<file path="src/hw/rtl/dgll_pkg.sv">
// dgll_pkg: shared widths, register indexes, controller states and the
// command/status structs of the diagonal Gaussian scorer.
// No dependencies.
package dgll_pkg;

  // field widths
  localparam int IdxW      = 6;
  localparam int ValW      = 16;
  localparam int GradW     = 32;
  localparam int DistW     = 48;
  localparam int DimsW     = 7;
  localparam int LogNormW  = 32;
  localparam int CfgIdxW   = 1;
  localparam int CfgDataW  = 32;

  // divider numerator widths: mag << 16 and mag^2 << 8
  localparam int GradNumW  = 32;
  localparam int TermNumW  = 40;

  // request kinds
  localparam logic REQ_LOAD  = 1'b0;
  localparam logic REQ_SCORE = 1'b1;

  // configuration register indexes
  localparam logic [CfgIdxW-1:0] CFG_DIMS     = 1'b0;
  localparam logic [CfgIdxW-1:0] CFG_LOG_NORM = 1'b1;

  // saturation limits of the gradient
  localparam logic [GradW-1:0] GRAD_POS_MAX = 32'h7FFF_FFFF;
  localparam logic [GradW-1:0] GRAD_NEG_MAG = 32'h8000_0000;

  // controller states
  typedef enum logic [5:0] {
    ST_IDLE  = 6'b000001,
    ST_FETCH = 6'b000010,
    ST_MUL   = 6'b000100,
    ST_DIV   = 6'b001000,
    ST_ACC   = 6'b010000,
    ST_OUT   = 6'b100000
  } dgll_state_e;

  // controller to datapath
  typedef struct packed {
    logic wr_entry;   // write one table entry
    logic take;       // capture a sample, read its table entry
    logic prep;       // difference, magnitude, variance fix
    logic div_start;  // square and launch both dividers
    logic acc;        // gradient saturation and distance update
    logic out_load;   // fill the output register, advance the vector
  } dgll_cmd_t;

  // datapath to controller
  typedef struct packed {
    logic div_done;
    logic out_free;
  } dgll_sts_t;

endpackage

</file>
<file path="src/hw/rtl/dgll_in_if.sv">
// dgll_in_if: request channel, valid/ready plus load or score payload.
// Depends on dgll_pkg.
interface dgll_in_if;
  logic                            valid;
  logic                            ready;
  logic                            req_type;
  logic [dgll_pkg::IdxW-1:0]       entry_index;
  logic signed [dgll_pkg::ValW-1:0] mean_value;
  logic [dgll_pkg::ValW-1:0]       variance_value;
  logic signed [dgll_pkg::ValW-1:0] sample_value;

  modport source (
    output valid, req_type, entry_index, mean_value, variance_value, sample_value,
    input  ready
  );
  modport sink (
    input  valid, req_type, entry_index, mean_value, variance_value, sample_value,
    output ready
  );
endinterface

</file>
<file path="src/hw/rtl/dgll_out_if.sv">
// dgll_out_if: result channel, valid/ready plus one scored element.
// Depends on dgll_pkg.
interface dgll_out_if;
  logic                               valid;
  logic                               ready;
  logic [dgll_pkg::IdxW-1:0]          dim_index;
  logic signed [dgll_pkg::GradW-1:0]  grad_logp;
  logic                               last;
  logic [dgll_pkg::DistW-1:0]         mahalanobis_sq;
  logic signed [dgll_pkg::DistW-1:0]  log_density;
  logic                               saturated;

  modport source (
    output valid, dim_index, grad_logp, last, mahalanobis_sq, log_density, saturated,
    input  ready
  );
  modport sink (
    input  valid, dim_index, grad_logp, last, mahalanobis_sq, log_density, saturated,
    output ready
  );
endinterface

</file>
<file path="src/hw/rtl/dgll_ram.sv">
// dgll_ram: generic single-write, single-read RAM with registered read.
// No dependencies.
module dgll_ram #(
  parameter int Width = 32,
  parameter int Depth = 64
) (
  input  logic                                   clk_i,
  input  logic                                   we_i,
  input  logic [(Depth > 1 ? $clog2(Depth) : 1)-1:0] waddr_i,
  input  logic [Width-1:0]                       wdata_i,
  input  logic                                   re_i,
  input  logic [(Depth > 1 ? $clog2(Depth) : 1)-1:0] raddr_i,
  output logic [Width-1:0]                       rdata_o
);

  logic [Width-1:0] mem_q [Depth];
  logic [Width-1:0] rdata_q;

  // write port
  always_ff @(posedge clk_i) begin
    if (we_i) begin
      mem_q[waddr_i] <= wdata_i;
    end
  end

  // registered read port
  always_ff @(posedge clk_i) begin
    if (re_i) begin
      rdata_q <= mem_q[raddr_i];
    end
  end

  assign rdata_o = rdata_q;

endmodule

</file>
<file path="src/hw/rtl/dgll_div.sv">
// dgll_div: restoring radix-2 unsigned divider, one quotient bit per cycle.
// Divisor is 16 bits and nonzero. No dependencies.
module dgll_div #(
  parameter int NumW = 40
) (
  input  logic            clk_i,
  input  logic            rst_ni,
  input  logic            start_i,
  input  logic [NumW-1:0] num_i,
  input  logic [15:0]     den_i,
  output logic            busy_o,
  output logic [NumW-1:0] quo_o
);

  localparam int CntW = $clog2(NumW + 1);

  logic [NumW-1:0] num_q, num_d;
  logic [15:0]     rem_q, rem_d;
  logic [15:0]     den_q;
  logic [CntW-1:0] cnt_q, cnt_d;
  logic            busy_q, busy_d;
  logic [16:0]     rem_sh;
  logic [17:0]     diff;

  // one shift-subtract step
  always_comb begin
    rem_sh = {rem_q, num_q[NumW-1]};
    diff   = {1'b0, rem_sh} - {2'b00, den_q};
    num_d  = num_q;
    rem_d  = rem_q;
    cnt_d  = cnt_q;
    busy_d = busy_q;
    if (start_i) begin
      num_d  = num_i;
      rem_d  = '0;
      cnt_d  = CntW'(NumW);
      busy_d = 1'b1;
    end else if (busy_q) begin
      if (!diff[17]) begin
        rem_d = diff[15:0];
        num_d = {num_q[NumW-2:0], 1'b1};
      end else begin
        rem_d = rem_sh[15:0];
        num_d = {num_q[NumW-2:0], 1'b0};
      end
      cnt_d = cnt_q - CntW'(1);
      if (cnt_q == CntW'(1)) begin
        busy_d = 1'b0;
      end
    end
  end

  // control state
  always_ff @(posedge clk_i or negedge rst_ni) begin
    if (!rst_ni) begin
      busy_q <= 1'b0;
      cnt_q  <= '0;
    end else begin
      busy_q <= busy_d;
      cnt_q  <= cnt_d;
    end
  end

  // working registers
  always_ff @(posedge clk_i) begin
    num_q <= num_d;
    rem_q <= rem_d;
    if (start_i) begin
      den_q <= den_i;
    end
  end

  assign busy_o = busy_q;
  assign quo_o  = num_q;

endmodule

</file>
<file path="src/hw/rtl/dgll_ctrl.sv">
// dgll_ctrl: sequencer of the scorer, one-hot state machine that issues
// datapath commands. Depends on dgll_pkg.
module dgll_ctrl (
  input  logic                clk_i,
  input  logic                rst_ni,
  input  logic                in_valid_i,
  input  logic                in_req_type_i,
  input  dgll_pkg::dgll_sts_t sts_i,
  output logic                in_ready_o,
  output dgll_pkg::dgll_cmd_t cmd_o
);

  dgll_pkg::dgll_state_e state_q, state_d;
  logic in_beat;

  assign in_ready_o = (state_q == dgll_pkg::ST_IDLE);
  assign in_beat    = in_valid_i && in_ready_o;

  // next state and commands
  always_comb begin
    state_d = state_q;
    cmd_o   = '0;
    case (state_q)
      dgll_pkg::ST_IDLE: begin
        if (in_beat) begin
          if (in_req_type_i == dgll_pkg::REQ_SCORE) begin
            cmd_o.take = 1'b1;
            state_d    = dgll_pkg::ST_FETCH;
          end else begin
            cmd_o.wr_entry = 1'b1;
          end
        end
      end
      dgll_pkg::ST_FETCH: begin
        cmd_o.prep = 1'b1;
        state_d    = dgll_pkg::ST_MUL;
      end
      dgll_pkg::ST_MUL: begin
        cmd_o.div_start = 1'b1;
        state_d         = dgll_pkg::ST_DIV;
      end
      dgll_pkg::ST_DIV: begin
        if (sts_i.div_done) begin
          state_d = dgll_pkg::ST_ACC;
        end
      end
      dgll_pkg::ST_ACC: begin
        cmd_o.acc = 1'b1;
        state_d   = dgll_pkg::ST_OUT;
      end
      dgll_pkg::ST_OUT: begin
        if (sts_i.out_free) begin
          cmd_o.out_load = 1'b1;
          state_d        = dgll_pkg::ST_IDLE;
        end
      end
      default: begin
        state_d = dgll_pkg::ST_IDLE;
      end
    endcase
  end

  always_ff @(posedge clk_i or negedge rst_ni) begin
    if (!rst_ni) begin
      state_q <= dgll_pkg::ST_IDLE;
    end else begin
      state_q <= state_d;
    end
  end

endmodule

</file>
<file path="src/hw/rtl/dgll_dp.sv">
// dgll_dp: datapath of the scorer: model table, config registers, two
// dividers, distance accumulator and output register.
// Depends on dgll_pkg, dgll_ram, dgll_div.
module dgll_dp #(
  parameter int MaxDims = 64
) (
  input  logic                                   clk_i,
  input  logic                                   rst_ni,
  // configuration
  input  logic                                   cfg_we_i,
  input  logic [dgll_pkg::CfgIdxW-1:0]           cfg_idx_i,
  input  logic [dgll_pkg::CfgDataW-1:0]          cfg_wdata_i,
  // request payload
  input  logic [dgll_pkg::IdxW-1:0]              entry_index_i,
  input  logic signed [dgll_pkg::ValW-1:0]       mean_value_i,
  input  logic [dgll_pkg::ValW-1:0]              variance_value_i,
  input  logic signed [dgll_pkg::ValW-1:0]       sample_value_i,
  // controller link
  input  dgll_pkg::dgll_cmd_t                    cmd_i,
  output dgll_pkg::dgll_sts_t                    sts_o,
  // result channel
  output logic                                   out_valid_o,
  input  logic                                   out_ready_i,
  output logic [dgll_pkg::IdxW-1:0]              dim_index_o,
  output logic signed [dgll_pkg::GradW-1:0]      grad_logp_o,
  output logic                                   last_o,
  output logic [dgll_pkg::DistW-1:0]             mahalanobis_sq_o,
  output logic signed [dgll_pkg::DistW-1:0]      log_density_o,
  output logic                                   saturated_o
);

  localparam int AddrW = (MaxDims > 1) ? $clog2(MaxDims) : 1;
  localparam int EffW  = ($clog2(MaxDims + 1) > dgll_pkg::DimsW) ?
                         $clog2(MaxDims + 1) : dgll_pkg::DimsW;
  localparam int ValW  = dgll_pkg::ValW;
  localparam int DistW = dgll_pkg::DistW;
  localparam int GradW = dgll_pkg::GradW;

  // configuration registers
  logic [dgll_pkg::DimsW-1:0]    dims_q;
  logic [dgll_pkg::LogNormW-1:0] log_norm_q;

  // vector state
  logic [AddrW-1:0] count_q;
  logic [DistW-1:0] acc_q;
  logic             sat_flag_q;

  // per-element working registers
  logic signed [ValW-1:0] x_q;
  logic [ValW-1:0]        mag_q;
  logic                   neg_q;
  logic [ValW-1:0]        var_q;
  logic [GradW-1:0]       grad_q;
  logic                   sat_cur_q;

  // output register
  logic                   out_valid_q;
  logic [dgll_pkg::IdxW-1:0] o_idx_q;
  logic [GradW-1:0]       o_grad_q;
  logic                   o_last_q;
  logic [DistW-1:0]       o_dist_q;
  logic [DistW-1:0]       o_ld_q;
  logic                   o_sat_q;

  // table signals
  logic                   wr_ok;
  logic [2*ValW-1:0]      rd_data;
  logic signed [ValW-1:0] tbl_mean;
  logic [ValW-1:0]        tbl_var;

  // arithmetic signals
  logic signed [ValW:0]           diff;
  logic [ValW:0]                  diff_abs;
  logic [2*ValW-1:0]              sq;
  logic [dgll_pkg::GradNumW-1:0]  quo_grad;
  logic [dgll_pkg::TermNumW-1:0]  quo_term;
  logic                           busy_grad, busy_term;
  logic [GradW-1:0]               grad_d;
  logic                           grad_sat;
  logic [DistW:0]                 acc_sum;
  logic [DistW-1:0]               acc_d;
  logic                           acc_sat;
  logic signed [DistW:0]          ld_full;
  logic [DistW-1:0]               ld_val;
  logic                           ld_sat;
  logic [EffW-1:0]                eff_dims;
  logic [EffW-1:0]                count_p1;
  logic                           is_last;

  // model table, mean in the upper half and variance in the lower
  assign wr_ok = cmd_i.wr_entry && (32'(entry_index_i) < 32'(MaxDims));

  dgll_ram #(
    .Width (2 * ValW),
    .Depth (MaxDims)
  ) u_table (
    .clk_i   (clk_i),
    .we_i    (wr_ok),
    .waddr_i (AddrW'(entry_index_i)),
    .wdata_i ({mean_value_i, variance_value_i}),
    .re_i    (cmd_i.take),
    .raddr_i (count_q),
    .rdata_o (rd_data)
  );

  assign tbl_mean = rd_data[2*ValW-1:ValW];
  assign tbl_var  = rd_data[ValW-1:0];

  // difference and magnitude
  assign diff     = {tbl_mean[ValW-1], tbl_mean} - {x_q[ValW-1], x_q};
  assign diff_abs = diff[ValW] ? (ValW+1)'(-diff) : diff;

  // square of the magnitude feeds the distance divider
  assign sq = (2*ValW)'(mag_q) * (2*ValW)'(mag_q);

  dgll_div #(
    .NumW (dgll_pkg::GradNumW)
  ) u_div_grad (
    .clk_i   (clk_i),
    .rst_ni  (rst_ni),
    .start_i (cmd_i.div_start),
    .num_i   ({mag_q, 16'h0000}),
    .den_i   (var_q),
    .busy_o  (busy_grad),
    .quo_o   (quo_grad)
  );

  dgll_div #(
    .NumW (dgll_pkg::TermNumW)
  ) u_div_term (
    .clk_i   (clk_i),
    .rst_ni  (rst_ni),
    .start_i (cmd_i.div_start),
    .num_i   ({sq, 8'h00}),
    .den_i   (var_q),
    .busy_o  (busy_term),
    .quo_o   (quo_term)
  );

  // gradient sign and saturation
  always_comb begin
    grad_sat = 1'b0;
    if (!neg_q) begin
      if (quo_grad[GradW-1]) begin
        grad_d   = dgll_pkg::GRAD_POS_MAX;
        grad_sat = 1'b1;
      end else begin
        grad_d = quo_grad;
      end
    end else begin
      if (quo_grad > dgll_pkg::GRAD_NEG_MAG) begin
        grad_d   = dgll_pkg::GRAD_NEG_MAG;
        grad_sat = 1'b1;
      end else begin
        grad_d = GradW'(-quo_grad);
      end
    end
  end

  // saturating distance accumulate
  assign acc_sum = {1'b0, acc_q} + (DistW+1)'(quo_term);
  assign acc_sat = acc_sum[DistW];
  assign acc_d   = acc_sat ? {DistW{1'b1}} : acc_sum[DistW-1:0];

  // log density, only the low side can overflow
  assign ld_full = (DistW+1)'(signed'(log_norm_q)) - signed'({2'b00, acc_q[DistW-1:1]});
  assign ld_sat  = ld_full[DistW] != ld_full[DistW-1];
  assign ld_val  = ld_sat ? {1'b1, {(DistW-1){1'b0}}} : ld_full[DistW-1:0];

  // end of vector against the clamped dimension count
  always_comb begin
    if (dims_q == '0) begin
      eff_dims = EffW'(1);
    end else if (EffW'(dims_q) > EffW'(MaxDims)) begin
      eff_dims = EffW'(MaxDims);
    end else begin
      eff_dims = EffW'(dims_q);
    end
  end
  assign count_p1 = EffW'(count_q) + EffW'(1);
  assign is_last  = count_p1 >= eff_dims;

  // configuration writes
  always_ff @(posedge clk_i or negedge rst_ni) begin
    if (!rst_ni) begin
      dims_q     <= dgll_pkg::DimsW'(1);
      log_norm_q <= '0;
    end else if (cfg_we_i) begin
      case (cfg_idx_i)
        dgll_pkg::CFG_DIMS:     dims_q     <= cfg_wdata_i[dgll_pkg::DimsW-1:0];
        dgll_pkg::CFG_LOG_NORM: log_norm_q <= cfg_wdata_i[dgll_pkg::LogNormW-1:0];
        default: begin
        end
      endcase
    end
  end

  // vector state and output valid
  always_ff @(posedge clk_i or negedge rst_ni) begin
    if (!rst_ni) begin
      count_q     <= '0;
      acc_q       <= '0;
      sat_flag_q  <= 1'b0;
      out_valid_q <= 1'b0;
    end else begin
      if (cmd_i.acc) begin
        acc_q <= acc_d;
      end
      if (cmd_i.out_load) begin
        out_valid_q <= 1'b1;
        if (is_last) begin
          count_q    <= '0;
          acc_q      <= '0;
          sat_flag_q <= 1'b0;
        end else begin
          count_q    <= count_q + AddrW'(1);
          sat_flag_q <= sat_flag_q | sat_cur_q;
        end
      end else if (out_ready_i) begin
        out_valid_q <= 1'b0;
      end
    end
  end

  // element working registers
  always_ff @(posedge clk_i) begin
    if (cmd_i.take) begin
      x_q <= sample_value_i;
    end
    if (cmd_i.prep) begin
      neg_q <= diff[ValW];
      mag_q <= diff_abs[ValW-1:0];
      var_q <= (tbl_var == '0) ? ValW'(1) : tbl_var;
    end
    if (cmd_i.acc) begin
      grad_q    <= grad_d;
      sat_cur_q <= grad_sat | acc_sat;
    end
  end

  // output payload register
  always_ff @(posedge clk_i) begin
    if (cmd_i.out_load) begin
      o_idx_q  <= dgll_pkg::IdxW'(count_q);
      o_grad_q <= grad_q;
      o_last_q <= is_last;
      o_dist_q <= is_last ? acc_q : '0;
      o_ld_q   <= is_last ? ld_val : '0;
      o_sat_q  <= sat_flag_q | sat_cur_q | (is_last & ld_sat);
    end
  end

  assign sts_o.div_done = !busy_grad && !busy_term;
  assign sts_o.out_free = !out_valid_q || out_ready_i;

  assign out_valid_o      = out_valid_q;
  assign dim_index_o      = o_idx_q;
  assign grad_logp_o      = o_grad_q;
  assign last_o           = o_last_q;
  assign mahalanobis_sq_o = o_dist_q;
  assign log_density_o    = o_ld_q;
  assign saturated_o      = o_sat_q;

endmodule

</file>
<file path="src/hw/rtl/diag_gaussian_log_likelihood.sv">
// diag_gaussian_log_likelihood: top level of the diagonal Gaussian scorer.
// Depends on dgll_pkg, dgll_in_if, dgll_out_if, dgll_ctrl, dgll_dp.
//
//   channel   direction  beat contents
//   in_if     sink       load entry (index, mean, variance) or one sample
//   out_if    source     gradient per element, distance and log density on last
//   cfg       write      dims (index 0), log_norm (index 1)
//
// A load beat leaves the sequencer idle; the next beat can be accepted right after.
// A score beat waits in the divide step for the 40-step radix-2 divider for the
// distance term (the gradient divider runs alongside in 32 steps).
// The output register holds a finished result while the next beat is taken;
// a stalled result holds the sequencer only at its final step.
// Reset is asynchronous, active low, and clears the vector state; the model
// table is not cleared and must be loaded before scoring.
module diag_gaussian_log_likelihood #(
  parameter int MAX_DIMS = 64
) (
  input  logic                          clk_i,
  input  logic                          rst_ni,
  dgll_in_if.sink                       in_if,
  dgll_out_if.source                    out_if,
  input  logic                          cfg_we_i,
  input  logic [dgll_pkg::CfgIdxW-1:0]  cfg_idx_i,
  input  logic [dgll_pkg::CfgDataW-1:0] cfg_wdata_i
);

  dgll_pkg::dgll_cmd_t cmd;
  dgll_pkg::dgll_sts_t sts;
  logic                in_ready;

  assign in_if.ready = in_ready;

  // sequencer
  dgll_ctrl u_ctrl (
    .clk_i         (clk_i),
    .rst_ni        (rst_ni),
    .in_valid_i    (in_if.valid),
    .in_req_type_i (in_if.req_type),
    .sts_i         (sts),
    .in_ready_o    (in_ready),
    .cmd_o         (cmd)
  );

  // datapath
  dgll_dp #(
    .MaxDims (MAX_DIMS)
  ) u_dp (
    .clk_i            (clk_i),
    .rst_ni           (rst_ni),
    .cfg_we_i         (cfg_we_i),
    .cfg_idx_i        (cfg_idx_i),
    .cfg_wdata_i      (cfg_wdata_i),
    .entry_index_i    (in_if.entry_index),
    .mean_value_i     (in_if.mean_value),
    .variance_value_i (in_if.variance_value),
    .sample_value_i   (in_if.sample_value),
    .cmd_i            (cmd),
    .sts_o            (sts),
    .out_valid_o      (out_if.valid),
    .out_ready_i      (out_if.ready),
    .dim_index_o      (out_if.dim_index),
    .grad_logp_o      (out_if.grad_logp),
    .last_o           (out_if.last),
    .mahalanobis_sq_o (out_if.mahalanobis_sq),
    .log_density_o    (out_if.log_density),
    .saturated_o      (out_if.saturated)
  );

endmodule

</file>
<file path="src/flat_wrapper.sv">
// flat-port wrapper written by rule: the top's interface ports become plain ports
module diag_gaussian_log_likelihood_flat 
#(
  parameter int MAX_DIMS = 64
)
  (clk_i, rst_ni, cfg_we_i, cfg_idx_i, cfg_wdata_i, in_if_valid, in_if_req_type, in_if_entry_index, in_if_mean_value, in_if_variance_value, in_if_sample_value, in_if_ready, out_if_valid, out_if_dim_index, out_if_grad_logp, out_if_last, out_if_mahalanobis_sq, out_if_log_density, out_if_saturated, out_if_ready);
  dgll_in_if in_if_i ();
  dgll_out_if out_if_i ();
  input  logic clk_i;
  input  logic rst_ni;
  input  logic cfg_we_i;
  input  logic [dgll_pkg::CfgIdxW-1:0] cfg_idx_i;
  input  logic [dgll_pkg::CfgDataW-1:0] cfg_wdata_i;
  input wire logic [$bits(in_if_i.valid)-1:0] in_if_valid;
  input wire logic [$bits(in_if_i.req_type)-1:0] in_if_req_type;
  input wire logic [$bits(in_if_i.entry_index)-1:0] in_if_entry_index;
  input wire logic [$bits(in_if_i.mean_value)-1:0] in_if_mean_value;
  input wire logic [$bits(in_if_i.variance_value)-1:0] in_if_variance_value;
  input wire logic [$bits(in_if_i.sample_value)-1:0] in_if_sample_value;
  output wire logic [$bits(in_if_i.ready)-1:0] in_if_ready;
  output wire logic [$bits(out_if_i.valid)-1:0] out_if_valid;
  output wire logic [$bits(out_if_i.dim_index)-1:0] out_if_dim_index;
  output wire logic [$bits(out_if_i.grad_logp)-1:0] out_if_grad_logp;
  output wire logic [$bits(out_if_i.last)-1:0] out_if_last;
  output wire logic [$bits(out_if_i.mahalanobis_sq)-1:0] out_if_mahalanobis_sq;
  output wire logic [$bits(out_if_i.log_density)-1:0] out_if_log_density;
  output wire logic [$bits(out_if_i.saturated)-1:0] out_if_saturated;
  input wire logic [$bits(out_if_i.ready)-1:0] out_if_ready;
  assign in_if_i.valid = in_if_valid;
  assign in_if_i.req_type = in_if_req_type;
  assign in_if_i.entry_index = in_if_entry_index;
  assign in_if_i.mean_value = in_if_mean_value;
  assign in_if_i.variance_value = in_if_variance_value;
  assign in_if_i.sample_value = in_if_sample_value;
  assign in_if_ready = in_if_i.ready;
  assign out_if_valid = out_if_i.valid;
  assign out_if_dim_index = out_if_i.dim_index;
  assign out_if_grad_logp = out_if_i.grad_logp;
  assign out_if_last = out_if_i.last;
  assign out_if_mahalanobis_sq = out_if_i.mahalanobis_sq;
  assign out_if_log_density = out_if_i.log_density;
  assign out_if_saturated = out_if_i.saturated;
  assign out_if_i.ready = out_if_ready;
  diag_gaussian_log_likelihood #(.MAX_DIMS(MAX_DIMS)) u_core (.clk_i(clk_i), .rst_ni(rst_ni), .in_if(in_if_i), .out_if(out_if_i), .cfg_we_i(cfg_we_i), .cfg_idx_i(cfg_idx_i), .cfg_wdata_i(cfg_wdata_i));
endmodule
</file>
<file path="config.mk">
export PLATFORM = sky130hd
export DESIGN_NAME = diag_gaussian_log_likelihood_flat
export DESIGN_NICKNAME = d
export VERILOG_FILES = /design/src/hw/rtl/dgll_pkg.sv /design/src/hw/rtl/dgll_in_if.sv /design/src/hw/rtl/dgll_out_if.sv /design/src/hw/rtl/dgll_ram.sv /design/src/hw/rtl/dgll_div.sv /design/src/hw/rtl/dgll_ctrl.sv /design/src/hw/rtl/dgll_dp.sv /design/src/hw/rtl/diag_gaussian_log_likelihood.sv /design/src/flat_wrapper.sv
export SDC_FILE = /design/constraint.sdc
export NUM_CORES = 2
export LEC_CHECK = 0
export BUFFER_PORTS_ARGS = -buffer_cell sky130_fd_sc_hd__buf_2
export CAP_MARGIN = 20
export CORE_UTILIZATION = 64
export DETAILED_ROUTE_END_ITERATION = 16
export PLACE_DENSITY = 0.81
export RECOVER_POWER = 100
export SYNTH_ARGS = -nofsm -noshare
export SYNTH_HDL_FRONTEND = slang
export SYNTH_SLANG_ARGS = --single-unit
</file>
<file path="constraint.sdc">
create_clock -name clk_i -period 15.9 [get_ports clk_i]
set_input_delay 0.795 -clock clk_i [delete_from_list [all_inputs] [get_ports clk_i]]
set_output_delay 0.795 -clock clk_i [all_outputs]
set_load 0.005 [all_outputs]
</file>
==> summary.txt <==
CP Capture Type: flip-flop
Compound-Gate Fraction of Synth Area: 7.64%
f_max: 91.2 MHz
failing checks: max-capacitance violations, max-slew violations
Final min period: 10.97 ns
final worst slack: 4.93 ns
worst slack, placed: 8.67 ns
CP max stage cell: clkbuf_1
post-synthesis mux area share: 10.6%
simple-gate area share of the yosys netlist: 4.90%
Async S/R FF share, synth: 4.54%
cts bufs inserted: 236
Sink Count: 2533
total grt overflow: 0
final net count: 7923
# rows: 153
Placeable Area: 174000 µm²
pwr dens: 192 nW/µm²
Worst EP required: 16.40 ns
xor-xnor portion of the synthesized cell area: 1.33%
worst-case reg-to-reg path depth: 10
total power: 23700 µW
vias: 67.7k
Mean Syn Cell Area: 15.6 µm²
status: finished, violations left
adder-cell share of the synthesized area: 5.80%
iteration count of the initial detailed-routing pass: 6
crit-path max FO: 43
DRT iter0 DRCs: 8583
WL per Instance: 29.7 µm
crit start category: flip-flop
HPWL after detailed placement: 166000 µm
relative slew slack: -159%
Post-Route Setup TNS: 0 ns
Placer Congestion: 0.924
Critical Path Max Stage Delay: 2.62 ns
Post-Syn Nets: 7702
Clock Tree Buf Depth: 3
DR DRC count: 0
VDD IR-drop max: 0.000496 V
Worst-Skew Late Latency: 0.90 ns
final setup fails: 0
Seq cells post-synth: 2533
Clock Tree Root: clkbuf_16
WHS Path Cells: 1
Syn-to-layout area delta: 10.0%
Worst Tran Pin Value: 3.87 ns
Final Core Density: 70.9%
cell area after synthesis: 112000 µm²
worst hold slack: 0.153 ns
share of layout cells above drive strength 1: 11.2%
Top FF cell, synth: edfxtp_1
post-DR vias/cell: 6.80
Total Routing Usage GR: 33.3%
Slew Viols, Final: 4999
YS warnings: 0
H-tree depth: 4
# Post-CTS Setup Buffers: 0
number of global-route vias before repair: 67.4k
die width: 420 µm
Buf+Inv Stages, Crit Path: 4
number of flops mapped to enable cells by yosys: 2362
worst min-delay path category: primary input to flip-flop
Leak Pwr: 0.0425 µW
starting density of the core: 64.4%
Top-Level Pins: 231
IO buf count: 230
CP delay by family, top: buffers and inverters
Mapped Cells: 7191
Worst path depth: 10
main combinational cell family by area after synthesis: multiplexers
die area: 176000 µm²
final clock skew: 0.0906 ns
TritonCTS clock tree: yes
largest net degree at the start of global routing: 137
arrival time at the worst endpoint: 11.47 ns
post-synthesis sequential area ratio: 67.0%
initial antenna violation count: 20
die height: 420 µm
antenna-violating nets left: 0
Worst-path clk slew: 0.06 ns
post-synthesis cell type count: 91
Max Cap Viol: 145
first-pass GRT wire length: 427000 µm
CP Class: flip-flop to flip-flop
DRT Wirelength: 296000 µm
RSZ-0062 raised after global routing: no
share of the clock period used by the worst path: 69.0%
CP cell instances: clkbuf_1 > clkbuf_1 > buf_4 > buf_4 > mux2i_1 > o221ai_1 > o22ai_1 > nor3_1 > a211oi_1 > a21oi_1
Fin. Hold Viols: 0
-- worst register-to-register path, delay by kind of cell, from the launching register on --
family | cells | cell delay (ns)
flops | 1 | 1.68
buf+inv | 4 | 6.92
simple gates | 1 | 0.09
mux | 1 | 0.30
compound gates | 4 | 1.64
-- cell usage after synthesis, types with 9 or more instances --
cell	count	area share [%]
and3_1	25	0.14
or3_1	11	0.062
a211oi_1	58	0.39
o22ai_1	122	0.68
nand2b_1	27	0.15
nor3_1	109	0.49
buf_2	47	0.21
a311oi_1	11	0.086
nor2_1	432	1.5
a21boi_0	9	0.060
nand4_1	23	0.13
o211ai_1	16	0.11
edfxtp_1	2362	63
nor4_1	17	0.095
fa_1	167	3.0
nand2_1	274	0.92
o21a_1	30	0.20
inv_1	395	1.3
xnor2_1	97	0.76
dfxtp_1	56	1.0
nand3_1	106	0.47
o221ai_1	237	1.9
and4_1	9	0.070
a31oi_1	34	0.19
clkbuf_1	275	0.92
mux4_2	286	5.8
xor2_1	73	0.57
buf_1	62	0.21
ha_1	251	2.8
mux2_2	39	0.39
nand3b_1	13	0.087
nor2b_1	33	0.18
o21ai_0	162	0.73
a221oi_1	26	0.20
o21bai_1	17	0.11
dfrtp_1	113	2.5
o31ai_1	15	0.10
mux2i_1	501	4.5
a21o_1	67	0.45
o31a_1	9	0.070
and2_1	59	0.33
a21oi_1	391	1.7
-- kinds of logic after synthesis --
group                    Yosys count
flip-flops                      2533
AO/OA/AOI/OAI                   1281
AND/OR/NAND/NOR                 1179
multiplexers                     826
buffers and inverters            784
adder cells (fa/ha/maj)          418
XOR/XNOR                         170
-- cell type report --
class                           count  area, µm²
Inverter                          398       1510
Tap cell                         2325       2910
Multi-Input combinational cell   3874      34100
Antenna cell                        9       22.5
Fill cell                       10600      50600
Clock inverter                    175       1820
Timing Repair Buffer              369       1690
Clock buffer                      271       6080
Sequential cell                  2533      74900
-- power by group --
group	total, µW	leakage (µW)	internal (µW)	switching [µW]
clock network	5760	0.00383	3200	2560
logic	9820	0.0155	3870	5950
registers	8100	0.0231	7760	343
-- cell usage in the layout, fill, tap and decap left out, drive strengths merged, types with 73 or more instances in the layout --
master,synthesis,routed
inv,397,411
xor2,73,73
nand3,107,107
clkbuf,276,525
mux2i,501,501
nand2,277,277
o22ai,122,122
edfxtp,2362,2362
o21ai,167,167
dfrtp,113,113
ha,251,251
mux4,286,286
a21oi,391,391
nor2,432,432
buf,110,114
nor3,110,110
clkinv,1,121
xnor2,97,97
fa,167,167
o221ai,237,237
-- per-layer routing --
layer | wire length, µm | GRT usage [%] | vias to the layer above
li1 | - | - | 28300
met1 | 104000 | 42.1 | 33600
met2 | 144000 | 54.7 | 4800
met3 | 31400 | 6.50 | 938
met4 | 16800 | 17.5 | 12
met5 | 76 | 0 | -
-- path summary, 6_finish.rpt --
kind,from,end,slack (ns)
setup / recovery,u_core.u_dp.count_q[0],u_core.u_dp.u_table.rdata_o[23],4.93
hold / removal,in_if_sample_value[2],u_core.u_dp.x_q[2],0.15
setup reg to reg,u_core.u_dp.count_q[0],u_core.u_dp.u_table.rdata_o[23],4.93
max in group asynchronous,rst_ni,u_core.u_ctrl.state_q[3],9.81
hold reg to reg,u_core.u_dp.var_q[6],u_core.u_dp.u_div_grad.den_q[6],0.40
min in group asynchronous,rst_ni,u_core.u_dp.u_div_grad.cnt_q[1],1.30
-- metrics by stage --
stage / std cells / area (µm²)
after floorplan: 7191 / 112000
after global placement: 9478 / 116000
after detailed placement: 9478 / 116000
after CTS: 9925 / 124000
after global routing: 9951 / 123000
final: 9954 / 123000
-- state kept, by name, summed over array words and instances (netlist names), 40 cells and up --
register and cells:
u_core.u_dp.acc_q 48, u_core.u_dp.log_density_o 48, u_core.u_dp.u_div_term.quo_o 40, u_core.u_dp.u_table.mem_q 2048, u_core.u_dp.mahalanobis_sq_o 48
-- repair_timing --
item / 4_1_cts / 5_1_grt
hold buffers: 1 / 0
gates resized for setup: 0 / 0
setup endpoints to repair: 0 / 0
endpoints found under the hold margin: 42 / 0
Power figures use the tool's default switching activity.
